File: src/hw/rtl/nsf_pkg.sv
package nsf_pkg;

  localparam logic [7:0] CH_DOLLAR = 8'h24;
  localparam logic [7:0] CH_STAR   = 8'h2A;
  localparam logic [7:0] CH_COMMA  = 8'h2C;
  localparam logic [7:0] CH_DASH   = 8'h2D;
  localparam logic [7:0] CH_DOT    = 8'h2E;
  localparam logic [7:0] CH_CR     = 8'h0D;
  localparam logic [7:0] CH_LF     = 8'h0A;
  localparam logic [7:0] CH_TAB    = 8'h09;
  localparam logic [7:0] CH_SPACE  = 8'h20;

  localparam int NAME_LANES = 6;
  localparam int LANE_IDX_W = 3;
  localparam logic [3:0] NAME_COUNT_MAX = 4'd15;
  localparam logic [7:0] FIELD_COUNT_MAX = 8'hFF;

  localparam int QDEPTH = 4;
  localparam int QPTR_W = 2;
  localparam int QCNT_W = 3;

  typedef enum logic [1:0] {
    PH_HUNT   = 2'd0,
    PH_NAME   = 2'd1,
    PH_FIELDS = 2'd2,
    PH_CSUM   = 2'd3
  } phase_t;

  typedef struct packed {
    logic [7:0] ch;
    logic       is_lf;
    logic       is_cr;
    logic       is_ws;
    logic       is_dollar;
    logic       is_star;
    logic       is_comma;
    logic       is_alnum;
    logic       is_field;
    logic       is_hex;
    logic [3:0] hex_val;
  } item_t;

  typedef struct packed {
    logic        sentence_valid;
    logic        checksum_present;
    logic        checksum_ok;
    logic [7:0]  computed_checksum;
    logic [7:0]  received_checksum;
    logic [7:0]  field_count;
    logic [47:0] name_chars;
    logic [3:0]  name_length;
    logic        name_truncated;
  } verdict_t;

endpackage

File: src/hw/rtl/nsf_front.sv
module nsf_front import nsf_pkg::*; (
  input  logic       in_valid,
  output logic       in_ready,
  input  logic [7:0] in_rx_byte,
  input  logic       q_full,
  output logic       push,
  output item_t      push_item
);

  logic dig, upp, low, hex_uf, hex_lf;

  always_comb begin
    dig    = (in_rx_byte >= 8'h30) && (in_rx_byte <= 8'h39);
    upp    = (in_rx_byte >= 8'h41) && (in_rx_byte <= 8'h5A);
    low    = (in_rx_byte >= 8'h61) && (in_rx_byte <= 8'h7A);
    hex_uf = (in_rx_byte >= 8'h41) && (in_rx_byte <= 8'h46);
    hex_lf = (in_rx_byte >= 8'h61) && (in_rx_byte <= 8'h66);

    push_item.ch        = in_rx_byte;
    push_item.is_lf     = (in_rx_byte == CH_LF);
    push_item.is_cr     = (in_rx_byte == CH_CR);
    push_item.is_ws     = (in_rx_byte == CH_SPACE) || (in_rx_byte == CH_TAB);
    push_item.is_dollar = (in_rx_byte == CH_DOLLAR);
    push_item.is_star   = (in_rx_byte == CH_STAR);
    push_item.is_comma  = (in_rx_byte == CH_COMMA);
    push_item.is_alnum  = dig || upp || low;
    push_item.is_field  = dig || upp || low || (in_rx_byte == CH_DASH) ||
                          (in_rx_byte == CH_DOT);
    push_item.is_hex    = dig || hex_uf || hex_lf;
    if (dig) begin
      push_item.hex_val = in_rx_byte[3:0];
    end else begin
      push_item.hex_val = in_rx_byte[3:0] + 4'd9;
    end
  end

  assign in_ready = !q_full;
  assign push     = in_valid && !q_full;

endmodule

File: src/hw/rtl/nsf_queue.sv
module nsf_queue import nsf_pkg::*; (
  input  logic  clk,
  input  logic  rst_n,
  input  logic  push,
  input  item_t push_item,
  input  logic  pop,
  output item_t pop_item,
  output logic  empty,
  output logic  full
);

  item_t              mem [QDEPTH];
  logic [QPTR_W-1:0]  wr_ptr_r, wr_ptr_nxt;
  logic [QPTR_W-1:0]  rd_ptr_r, rd_ptr_nxt;
  logic [QCNT_W-1:0]  count_r, count_nxt;

  assign empty    = (count_r == '0);
  assign full     = (count_r == QCNT_W'(QDEPTH));
  assign pop_item = mem[rd_ptr_r];

  always_comb begin
    wr_ptr_nxt = push ? wr_ptr_r + 1'b1 : wr_ptr_r;
    rd_ptr_nxt = pop ? rd_ptr_r + 1'b1 : rd_ptr_r;
    count_nxt  = count_r;
    if (push && !pop) begin
      count_nxt = count_r + 1'b1;
    end else if (pop && !push) begin
      count_nxt = count_r - 1'b1;
    end
  end

  always_ff @(posedge clk) begin
    if (!rst_n) begin
      wr_ptr_r <= '0;
      rd_ptr_r <= '0;
      count_r  <= '0;
    end else begin
      wr_ptr_r <= wr_ptr_nxt;
      rd_ptr_r <= rd_ptr_nxt;
      count_r  <= count_nxt;
    end
  end

  always_ff @(posedge clk) begin
    if (push) begin
      mem[wr_ptr_r] <= push_item;
    end
  end

endmodule

File: src/hw/rtl/nsf_back.sv
module nsf_back import nsf_pkg::*; #(
  parameter int NAME_CHARS = 6
) (
  input  logic     clk,
  input  logic     rst_n,
  input  logic     q_empty,
  input  item_t    q_item,
  output logic     pop,
  output logic     res_valid,
  input  logic     res_ready,
  output verdict_t res
);

  localparam int KEEP = (NAME_CHARS < NAME_LANES) ? NAME_CHARS : NAME_LANES;

  phase_t     ph_r, ph_nxt;
  logic [7:0] xr_r, xr_nxt;
  logic [7:0] nb_r [NAME_LANES];
  logic [7:0] nb_nxt [NAME_LANES];
  logic [3:0] nc_r, nc_nxt;
  logic [7:0] fs_r, fs_nxt;
  logic       wf_r, wf_nxt;
  logic [7:0] hv_r, hv_nxt;
  logic [1:0] hd_r, hd_nxt;
  logic       crp_r, crp_nxt;

  logic       out_valid_r, out_valid_nxt;
  verdict_t   out_r;
  verdict_t   verdict;
  logic       lf_pop;
  logic [47:0] packed_name;

  assign pop       = !q_empty && (!q_item.is_lf || !out_valid_r || res_ready);
  assign lf_pop    = pop && q_item.is_lf;
  assign res_valid = out_valid_r;
  assign res       = out_r;

  always_comb begin
    for (int i = 0; i < NAME_LANES; i++) begin
      packed_name[47-8*i -: 8] = nb_r[i];
    end
    verdict.sentence_valid    = wf_r && (nc_r != 4'd0);
    verdict.checksum_present  = (hd_r != 2'd0);
    verdict.checksum_ok       = ((hd_r == 2'd1) || (hd_r == 2'd2)) && (hv_r == xr_r);
    verdict.computed_checksum = xr_r;
    verdict.received_checksum = hv_r;
    verdict.field_count       = fs_r;
    verdict.name_chars        = packed_name;
    verdict.name_length       = nc_r;
    verdict.name_truncated    = (nc_r > 4'(NAME_CHARS));
  end

  always_comb begin
    ph_nxt  = ph_r;
    xr_nxt  = xr_r;
    nb_nxt  = nb_r;
    nc_nxt  = nc_r;
    fs_nxt  = fs_r;
    wf_nxt  = wf_r;
    hv_nxt  = hv_r;
    hd_nxt  = hd_r;
    crp_nxt = crp_r;
    if (pop) begin
      if (q_item.is_lf) begin
        crp_nxt = 1'b0;
        ph_nxt  = PH_HUNT;
        xr_nxt  = '0;
        for (int i = 0; i < NAME_LANES; i++) begin
          nb_nxt[i] = '0;
        end
        nc_nxt  = '0;
        fs_nxt  = '0;
        wf_nxt  = 1'b0;
        hv_nxt  = '0;
        hd_nxt  = '0;
      end else begin
        // held cr taken as an ordinary byte first
        if (crp_r) begin
          crp_nxt = 1'b0;
          case (ph_r)
            PH_NAME, PH_FIELDS: begin
              xr_nxt = xr_r ^ CH_CR;
              wf_nxt = 1'b0;
            end
            PH_CSUM: begin
              if ((hd_r == 2'd1) || (hd_r == 2'd2)) begin
                hd_nxt = 2'd3;
              end
            end
            default: begin
            end
          endcase
        end
        if (q_item.is_cr) begin
          crp_nxt = 1'b1;
        end else if (!q_item.is_ws) begin
          if (q_item.is_dollar) begin
            ph_nxt = PH_NAME;
            xr_nxt = '0;
            for (int i = 0; i < NAME_LANES; i++) begin
              nb_nxt[i] = '0;
            end
            nc_nxt = '0;
            fs_nxt = '0;
            wf_nxt = 1'b1;
            hv_nxt = '0;
            hd_nxt = '0;
          end else begin
            case (ph_r)
              PH_NAME: begin
                if (q_item.is_star) begin
                  ph_nxt = PH_CSUM;
                end else begin
                  xr_nxt = xr_nxt ^ q_item.ch;
                  if (q_item.is_alnum) begin
                    if (nc_r < 4'(KEEP)) begin
                      nb_nxt[nc_r[LANE_IDX_W-1:0]] = q_item.ch;
                    end
                    if (nc_r != NAME_COUNT_MAX) begin
                      nc_nxt = nc_r + 4'd1;
                    end
                  end else if (q_item.is_comma) begin
                    if (nc_r == 4'd0) begin
                      wf_nxt = 1'b0;
                    end
                    ph_nxt = PH_FIELDS;
                    fs_nxt = 8'd1;
                  end else begin
                    wf_nxt = 1'b0;
                  end
                end
              end
              PH_FIELDS: begin
                if (q_item.is_star) begin
                  ph_nxt = PH_CSUM;
                end else begin
                  xr_nxt = xr_nxt ^ q_item.ch;
                  if (q_item.is_comma) begin
                    if (fs_r != FIELD_COUNT_MAX) begin
                      fs_nxt = fs_r + 8'd1;
                    end
                  end else if (!q_item.is_field) begin
                    wf_nxt = 1'b0;
                  end
                end
              end
              PH_CSUM: begin
                if (q_item.is_hex) begin
                  if (hd_nxt < 2'd2) begin
                    hv_nxt = {hv_r[3:0], q_item.hex_val};
                    hd_nxt = hd_nxt + 2'd1;
                  end else begin
                    hd_nxt = 2'd3;
                  end
                end else begin
                  if (q_item.is_star) begin
                    wf_nxt = 1'b0;
                  end
                  if ((hd_nxt == 2'd1) || (hd_nxt == 2'd2)) begin
                    hd_nxt = 2'd3;
                  end
                end
              end
              default: begin
              end
            endcase
          end
        end
      end
    end
  end

  always_comb begin
    out_valid_nxt = out_valid_r;
    if (lf_pop) begin
      out_valid_nxt = 1'b1;
    end else if (res_ready) begin
      out_valid_nxt = 1'b0;
    end
  end

  always_ff @(posedge clk) begin
    if (!rst_n) begin
      ph_r        <= PH_HUNT;
      xr_r        <= '0;
      nc_r        <= '0;
      fs_r        <= '0;
      wf_r        <= 1'b0;
      hv_r        <= '0;
      hd_r        <= '0;
      crp_r       <= 1'b0;
      out_valid_r <= 1'b0;
      for (int i = 0; i < NAME_LANES; i++) begin
        nb_r[i] <= '0;
      end
    end else begin
      ph_r        <= ph_nxt;
      xr_r        <= xr_nxt;
      nc_r        <= nc_nxt;
      fs_r        <= fs_nxt;
      wf_r        <= wf_nxt;
      hv_r        <= hv_nxt;
      hd_r        <= hd_nxt;
      crp_r       <= crp_nxt;
      out_valid_r <= out_valid_nxt;
      nb_r        <= nb_nxt;
    end
  end

  always_ff @(posedge clk) begin
    if (lf_pop) begin
      out_r <= verdict;
    end
  end

endmodule

File: src/hw/rtl/nmea_sentence_framer_top.sv
// a verdict is registered onto the out_ ports when the back end pops its line feed from the queue
// throughput: one byte per cycle while the queue is not full; the back end retires one queued item per cycle
// unless a line feed waits in the four-entry queue, which it does only while the previous verdict is not taken
// reset (rst_n low, synchronous) empties the queue, drops any held verdict
// and returns the framer to hunting for a dollar sign with all sentence state zero
module nmea_sentence_framer_top import nsf_pkg::*; #(
  parameter int NAME_CHARS = 6
) (
  input  logic        clk,
  input  logic        rst_n,
  input  logic        in_valid,
  output logic        in_ready,
  input  logic [7:0]  in_rx_byte,
  output logic        out_valid,
  input  logic        out_ready,
  output logic        out_sentence_valid,
  output logic        out_checksum_present,
  output logic        out_checksum_ok,
  output logic [7:0]  out_computed_checksum,
  output logic [7:0]  out_received_checksum,
  output logic [7:0]  out_field_count,
  output logic [47:0] out_name_chars,
  output logic [3:0]  out_name_length,
  output logic        out_name_truncated
);

  logic     push, pop, q_empty, q_full;
  item_t    push_item, pop_item;
  verdict_t res;

  nsf_front u_front (
    .in_valid   (in_valid),
    .in_ready   (in_ready),
    .in_rx_byte (in_rx_byte),
    .q_full     (q_full),
    .push       (push),
    .push_item  (push_item)
  );

  nsf_queue u_queue (
    .clk       (clk),
    .rst_n     (rst_n),
    .push      (push),
    .push_item (push_item),
    .pop       (pop),
    .pop_item  (pop_item),
    .empty     (q_empty),
    .full      (q_full)
  );

  nsf_back #(
    .NAME_CHARS (NAME_CHARS)
  ) u_back (
    .clk       (clk),
    .rst_n     (rst_n),
    .q_empty   (q_empty),
    .q_item    (pop_item),
    .pop       (pop),
    .res_valid (out_valid),
    .res_ready (out_ready),
    .res       (res)
  );

  assign out_sentence_valid    = res.sentence_valid;
  assign out_checksum_present  = res.checksum_present;
  assign out_checksum_ok       = res.checksum_ok;
  assign out_computed_checksum = res.computed_checksum;
  assign out_received_checksum = res.received_checksum;
  assign out_field_count       = res.field_count;
  assign out_name_chars        = res.name_chars;
  assign out_name_length       = res.name_length;
  assign out_name_truncated    = res.name_truncated;

endmodule
File: config.mk
export PLATFORM = sky130hd
export DESIGN_NAME = nmea_sentence_framer_top
export DESIGN_NICKNAME = d
export VERILOG_FILES = /design/src/hw/rtl/nsf_pkg.sv /design/src/hw/rtl/nsf_front.sv /design/src/hw/rtl/nsf_queue.sv /design/src/hw/rtl/nsf_back.sv /design/src/hw/rtl/nmea_sentence_framer_top.sv
export SDC_FILE = /design/constraint.sdc
export NUM_CORES = 1
export LEC_CHECK = 0
export BUFFER_PORTS_ARGS = -buffer_cell sky130_fd_sc_hd__buf_2
export CAP_MARGIN = 20
export CORE_ASPECT_RATIO = 0.6
export CORE_MARGIN = 1
export CORE_UTILIZATION = 63
export DETAILED_ROUTE_END_ITERATION = 6
export GPL_TIMING_DRIVEN = 0
export HOLD_SLACK_MARGIN = 0.05
export PLACE_DENSITY = 0.84
export SYNTH_ARGS = -nofsm -noshare
export SYNTH_HDL_FRONTEND = slang
export SYNTH_SLANG_ARGS = --single-unit
File: constraint.sdc
create_clock -name clk -period 12.7 [get_ports clk]
set_input_delay 1.27 -clock clk [delete_from_list [all_inputs] [get_ports clk]]
set_output_delay 1.27 -clock clk [all_outputs]
set_load 0.02 [all_outputs]
# Word level (Yosys, flattened, before mapping)
# Memories as Yosys holds them, arrays and structs flattened. A register that Yosys moved wholly into a read port is not among the register bits.
# Index checks and enable logic that the tools add are counted.
[word_totals]
regBits = 170
ramBits = 84
in_bits = 12
out_inout_bits = 82
word_cells = 230
n_memories = 1
[classes]
add_sub_neg = 8
order_cmp = 13
eq_ne = 32
n_mux = 96
bitwise_logic = 3
reduce_logical = 50
[memory_table]
columns = ["name", "words", "word_bits", "read_ports", "rd_clocked_by_memory_dff", "write_ports", "line", "rtl"]
rows = [
  ["u_queue.mem", 4, 21, 1, 1, 1, "nsf_queue.sv:12", "item_t mem [QDEPTH];"],
]
[ops]
columns = ["operator", "count"]
rows = [
  ["$mux W48", 8],
  ["$mux W8", 26],
  ["$bwmux W48", 1],
  ["$eq A8 B6 Y1 const B", 6],
  ["$mux W2", 23],
  ["$mux W4", 11],
  ["$le A8 B7 Y1 const B", 4],
  ["$demux W8 S3", 1],
  ["$eq A8 B4 Y1 const B", 3],
  ["$ne A4 B3 Y1 const B", 6],
  ["$mux W1", 21],
  ["$reduce_and A7 Y1", 3],
  ["$reduce_bool A3 Y1", 7],
  ["$ge A8 B7 Y1 const B", 2],
  ["$pmux W8 S2", 1],
  ["$logic_and A1 B1 Y1", 13],
  ["$logic_or A1 B1 Y1", 11],
  ["$ne A5 B4 Y1 const B", 2],
  ["$reduce_and A10 Y1", 1],
  ["$add A8 B1 Y8 const B", 1],
  ["$eq A2 B2 Y1 const B", 4],
  ["$eq A8 B8 Y1", 1],
  ["$ge A8 B6 Y1 const B", 1],
  ["$le A8 B6 Y1 const B", 1],
  ["30 further kinds", 44],
]

# Longest topological paths before layout
[logic_depth]
ltp_word = 16
mapped_depth = 10
mapped_depth_nobuf = 9

# Hierarchy
# From an unflattened synthesis, not the netlist that was laid out.
[unflattened]
cells_unflattened = 713
area_unflattened_um2 = 10042.1
[modules_own_cells]
columns = ["module", "n_inst", "cells_each", "area_per_inst_um2", "seq_area_each_um2"]
rows = [
  ["nsf_back", 1, 504, 6184.7, 4063.9],
  ["nsf_queue", 1, 152, 3477.1, 2702.6],
  ["nsf_front", 1, 57, 380.4, 0.0],
]

# Worst setup path after synthesis
# OpenSTA, ideal clock, no wires.
[synth_timing]
kind = "input -> register"
start = "input port out_ready"
end = "register u_back.hv_r[4]"
setup_time_ns = 0.065
arrival_time_ns = 5.160
t_required_ns = 12.635
slack_ns = 7.474
path_stages = 7
path_buffers = 1
cell_sequence = "nand2b_1 > and3_1 > clkbuf_1 > nor2_1 > nor3_2 > a22oi_1 > nor2b_1"
[synth_via]
elab_chain_cells = 3
[synth_lines]
columns = ["item", "line", "rtl"]
rows = [
  ["from (decl)", "nmea_sentence_framer_top.sv:15", "input logic out_ready,"],
  ["$logic_or A1 B1 Y1", "nsf_back.sv:33", "assign pop = !q_empty && (!q_item.is_lf || !out_valid_r || res_ready);"],
  ["$logic_and A1 B1 Y1", "nsf_back.sv:33", ""],
  ["$reduce_and A6 Y1 (no line)", "--", ""],
  ["to (signal assigned)", "nsf_back.sv:202", "hv_r <= hv_nxt;"],
  ["to (decl)", "nsf_back.sv:23", "logic [7:0] hv_r, hv_nxt;"],
]
# No other way between the ends.
# A chain may end at the register's enable or synchronous reset.

# Worst setup path after layout
[layout_timing]
start = "input port out_ready"
end = "register u_queue.count_r[2]"
[layout_via]
elab_chain_cells = 5
word_cells_on_any_way = 7
classes_between = "mux: 1; reduce/logical: 6"
[layout_lines]
columns = ["item", "line", "rtl"]
rows = [
  ["$logic_or A1 B1 Y1 *", "nsf_back.sv:33", ""],
  ["$logic_and A1 B1 Y1 *", "nsf_back.sv:33", ""],
  ["$logic_not A1 Y1", "nsf_queue.sv:25", "if (push && !pop) begin"],
  ["$logic_and A1 B1 Y1", "nsf_queue.sv:25", ""],
  ["$mux W3 or $reduce_bool A2 Y1 (tied branches)", "--", ""],
  ["to (signal assigned)", "nsf_queue.sv:40", "count_r <= count_nxt;"],
  ["to (decl)", "nsf_queue.sv:15", "logic [QCNT_W-1:0] count_r, count_nxt;"],
]
# Every way passes the cells marked *; elsewhere a longest branch is shown, timed or not.

==> flow_summary_export.csv <==
group,metric,value,unit
run_status,status,"finished, final reports clean",
pwr,vdd_drop_max,0.162,mV
pwr,report.power.total,0.00250,W
finish,final_common_cell,"sky130_fd_sc_hd__edfxtp_1",
routing,drt_wl_total,21600,um
clocking,cts-hold-fix-buffers,0,
finish,diodes,0,
worst_setup_path,rr_worst_depth,7,
global_route,grt_first_pass_wirelength,33200,um
worst_setup_path,timing.critical_path.slowest_cell_delay,610,ps
timing,max_slew.worst_pin.slew,1140,ps
worst_setup_path,crit_path_end_kind,"flip-flop",
finish,post_layout_net_count,833,
clocking,postCtsSetupRepairBufs,0,
place,port-buffer-count,93,
clocking,numClockSinks,256,
pwr,powerDensity,217,mW/mm2
routing,dr_total_vias,6338,
run,cap_violations,0,
synth,post_synth_inst_count,680,
clocking,cts-buffers-inserted,22,
synth,yosysUniqueCellTypes,60,
global_route,number_of_antenna_violations_at_the_first_check_in_global_routing,0,
finish,area_delta_synth_final,16.0,%
worst_setup_path,cp.required,13130,ps
routing,drtAntennaViolNets,0,
pwr,leakagePower,4.23,nW
synth,synth_nets,712,
worst_setup_path,timing.rr.end,"u_back.xr_r[1]",
synth,synthMuxAreaShare,0.0527,
place,pre_cts_slack,9040,ps
synth,syn_area_per_cell,14.6,um2
synth,yosysWarningCount,0,
timing,setup_violations,0,
clocking,worst_skew_pair.late_latency,520,ps
routing,drt_pass1_iterations,6,
worst_setup_path,critical_path.top_delay_family,"compound AO/OA/AOI/OAI gates",
synth,yosysSeqAreaShare,0.682,
floorplanning,fp-row-count,35,
clocking,clock_tree_from_tritoncts,"built",
global_route,maximum_number_of_pins_on_one_net_before_global_route_repair,67,
global_route,groute.usage.overall,0.268,
synth,synthFlopType,"sky130_fd_sc_hd__edfxtp_1",
worst_setup_path,worstPathArrival,3630,ps
finish,multiInputGateArea,0.00298,mm2
finish,seqCellArea,0.00677,mm2
clocking,cts-root-buf,"sky130_fd_sc_hd__clkbuf_16",
global_route,gr-total-overflow,0,
global_route,grt_pass1_vias,6043,
routing,routed_via_density,6.21,
floorplanning,die_area,0.0163,mm2
worst_hold_path,whs_path_depth,0,
worst_setup_path,worstPathBufferInverterCount,2,
routing,routedWlPerCell,21.2,um
place,hpwl,14400,um
routing,drc_errors,0,
timing,skew,11.7,ps
worst_hold_path,worstHoldEndpoint,"u_back.res[8]",
synth,async_flop_share,0,
timing,timing.final.ws_setup,9500,ps
finish,mostFrequentLayoutCells,"164 x sky130_fd_sc_hd__edfxtp_1, 95 x sky130_fd_sc_hd__buf_2, 92 x sky130_fd_sc_hd__dfxtp_1, 36 x sky130_fd_sc_hd__nor2_1, 36 x sky130_fd_sc_hd__nand2_1",
worst_setup_path,cell_by_cell_trace_of_the_critical_path,"buf_2, nand2b_1, o21ai_1, ha_1, inv_1, fa_1, xor2_1, or3_1, a21boi_0",
timing,setup_total_negative_slack,0,ps
timing,finalHoldViolCount,0,
floorplanning,initial_utilization,0.646,
worst_hold_path,worst_hold_path_type,"reg -> reg",
finish,drive_gt1_frac,0.219,
routing,initialDrtViolationCount,688,
worst_hold_path,min-delay-start,"u_back.nb_r[3]",
place,globalplace.congestion,0.864,
timing,unrepaired_setup_endpoints_after_global_routing,"no",
worst_setup_path,timing.critical_path.fanout_max,7,
timing,final_critical_path_share_of_the_clock_period,0.252,
synth,mappedNetlistArea,0.00992,mm2
worst_setup_path,critical_path.startpoint_type,"primary input",
synth,synth-compound-area-share,0.106,
floorplanning,core_area,0.0154,mm2
worst_setup_path,critical-path-slowest-cell,"sky130_fd_sc_hd__o21ai_1",
worst_setup_path,r2r_slack,9540,ps
finish,final.fill_count,904,
synth,synth_edf_count,164,
timing,finalCriticalPeriod,3200,ps
floorplanning,design.portCount,94,
synth,synth_top_family_by_area,"compound AO/OA/AOI/OAI gates",
worst_setup_path,path_class,"in -> reg",
clocking,cts_resized,0,
synth,yosys_register_bits,256,
floorplanning,chipWidth,164,um
timing,top_achievable_clock_speed,313,MHz
clocking,htreeDepth,1,
synth,post_synth_fa_ha_maj_area_fraction,0.0260,
clocking,clock_path_buffers,3,
floorplanning,floorplan.die.height,99.2,um
synth,xor_xnor_fraction_of_synth_area,0.0238,
clocking,clk_transition_reported_paths,70,ps
timing,timing.max_slew.rel_slack,0.239,
synth,synth-simple-area-share,0.0922,
timing,final_max_slew_viol_count,0,
flip-flops by register name, indices dropped and copies added, names as in the netlist, named ones only:
signal	cells
u_queue.count_r	3
u_queue.wr_ptr_r	2
u_back.nb_r	48
u_back.nc_r	4
u_back.res_valid	1
u_back.hd_r	2
u_back.xr_r	8
u_back.hv_r	8
u_queue.rd_ptr_r	2
u_back.wf_r	1
u_queue.mem	84
u_back.res	80
u_back.crp_r	1
u_back.fs_r	8
u_back.ph_r	2
report_power, final:
part	total [W]	internal, W	switching [W]	leakage, nW
clock	0.000695	0.000396	0.000299	0.384
sequential	0.00109	0.00104	0.0000524	2.31
combinational	0.000715	0.000232	0.000483	1.53
stage by stage:
stage | util | cell area [um2] | hold WS (ps) | std cells
CTS | 0.745 | 11400 | 423 | 1017
finish | 0.749 | 11500 | 420 | 1020
detailed placement | 0.695 | 10700 | 413 | 977
global placement | 0.692 | 10600 | 414 | 976
global route | 0.749 | 11500 | 434 | 1020
floorplan | - | 9920 | 406 | 680
per-layer routing:
| metal | vias to the layer above | global-route usage | routed length (um) |
|---|---|---|---|
| met2 | 313 | 0.401 | 9770 |
| li1 | 2816 | - | - |
| met1 | 3162 | 0.407 | 9550 |
| met5 | - | 0 | 0 |
| met4 | 0 | 0.0627 | 450 |
| met3 | 47 | 0.0550 | 1860 |
synth_stat cells (9+ instances only):
cell,n,area [um2]
sky130_fd_sc_hd__nor2_1,36,135
sky130_fd_sc_hd__clkbuf_1,18,67.6
sky130_fd_sc_hd__inv_1,19,71.3
sky130_fd_sc_hd__o2bb2ai_1,16,140
sky130_fd_sc_hd__edfxtp_1,164,4920
sky130_fd_sc_hd__ha_1,19,238
sky130_fd_sc_hd__xnor2_1,18,158
sky130_fd_sc_hd__dfxtp_1,92,1840
sky130_fd_sc_hd__o21ai_0,16,80.1
sky130_fd_sc_hd__nor3_1,13,65.1
sky130_fd_sc_hd__nor2b_1,15,93.8
sky130_fd_sc_hd__xor2_1,9,78.8
sky130_fd_sc_hd__a21oi_1,12,60.1
sky130_fd_sc_hd__a21boi_0,10,75.1
sky130_fd_sc_hd__and2_1,16,100
sky130_fd_sc_hd__a22o_1,32,280
sky130_fd_sc_hd__mux4_2,21,473
sky130_fd_sc_hd__nand3_1,9,45.0
sky130_fd_sc_hd__nand2_1,36,135
sky130_fd_sc_hd__a22oi_1,9,67.6
sky130_fd_sc_hd__and3_1,14,87.6
area by class of cell:
| type | count | area share |
|---|---|---|
| buffer | 24 | 0.00934 |
| inverter | 19 | 0.00619 |
| clock inverter | 10 | 0.00869 |
| multi-input combinational | 381 | 0.259 |
| tap | 203 | 0.0221 |
| sequential | 256 | 0.588 |
| timing repair buffer | 97 | 0.0489 |
| clock buffer | 30 | 0.0583 |
worst max-delay path by stage:
| stage | startpoint | to | cells after the start |
|---|---|---|---|
| after floorplan | out_ready | u_back.hv_r[4] | 7 |
| after global placement | out_ready | u_back.hv_r[7] | 8 |
| after detailed placement | out_ready | u_back.nb_r[21] | 9 |
| after CTS | out_ready | u_back.nb_r[18] | 9 |
| after global routing | out_ready | u_back.nb_r[43] | 9 |
| final | out_ready | u_queue.count_r[2] | 9 |
logic make-up after synthesis:
group           Yosys count
fa+ha+maj                20
mux                      26
flops                   256
xor+xnor                 27
compound gates          136
simple gates            172
buf+inv                  43
worst register-to-register path: cells and delay by family (launching register included):
kind	cells	cell delay, ps
simple gates	4	1440
buf+inv	1	540
mux	1	510
flops	1	380
compound gates	1	210
Note: power is estimated with default switching activity, not from simulation.
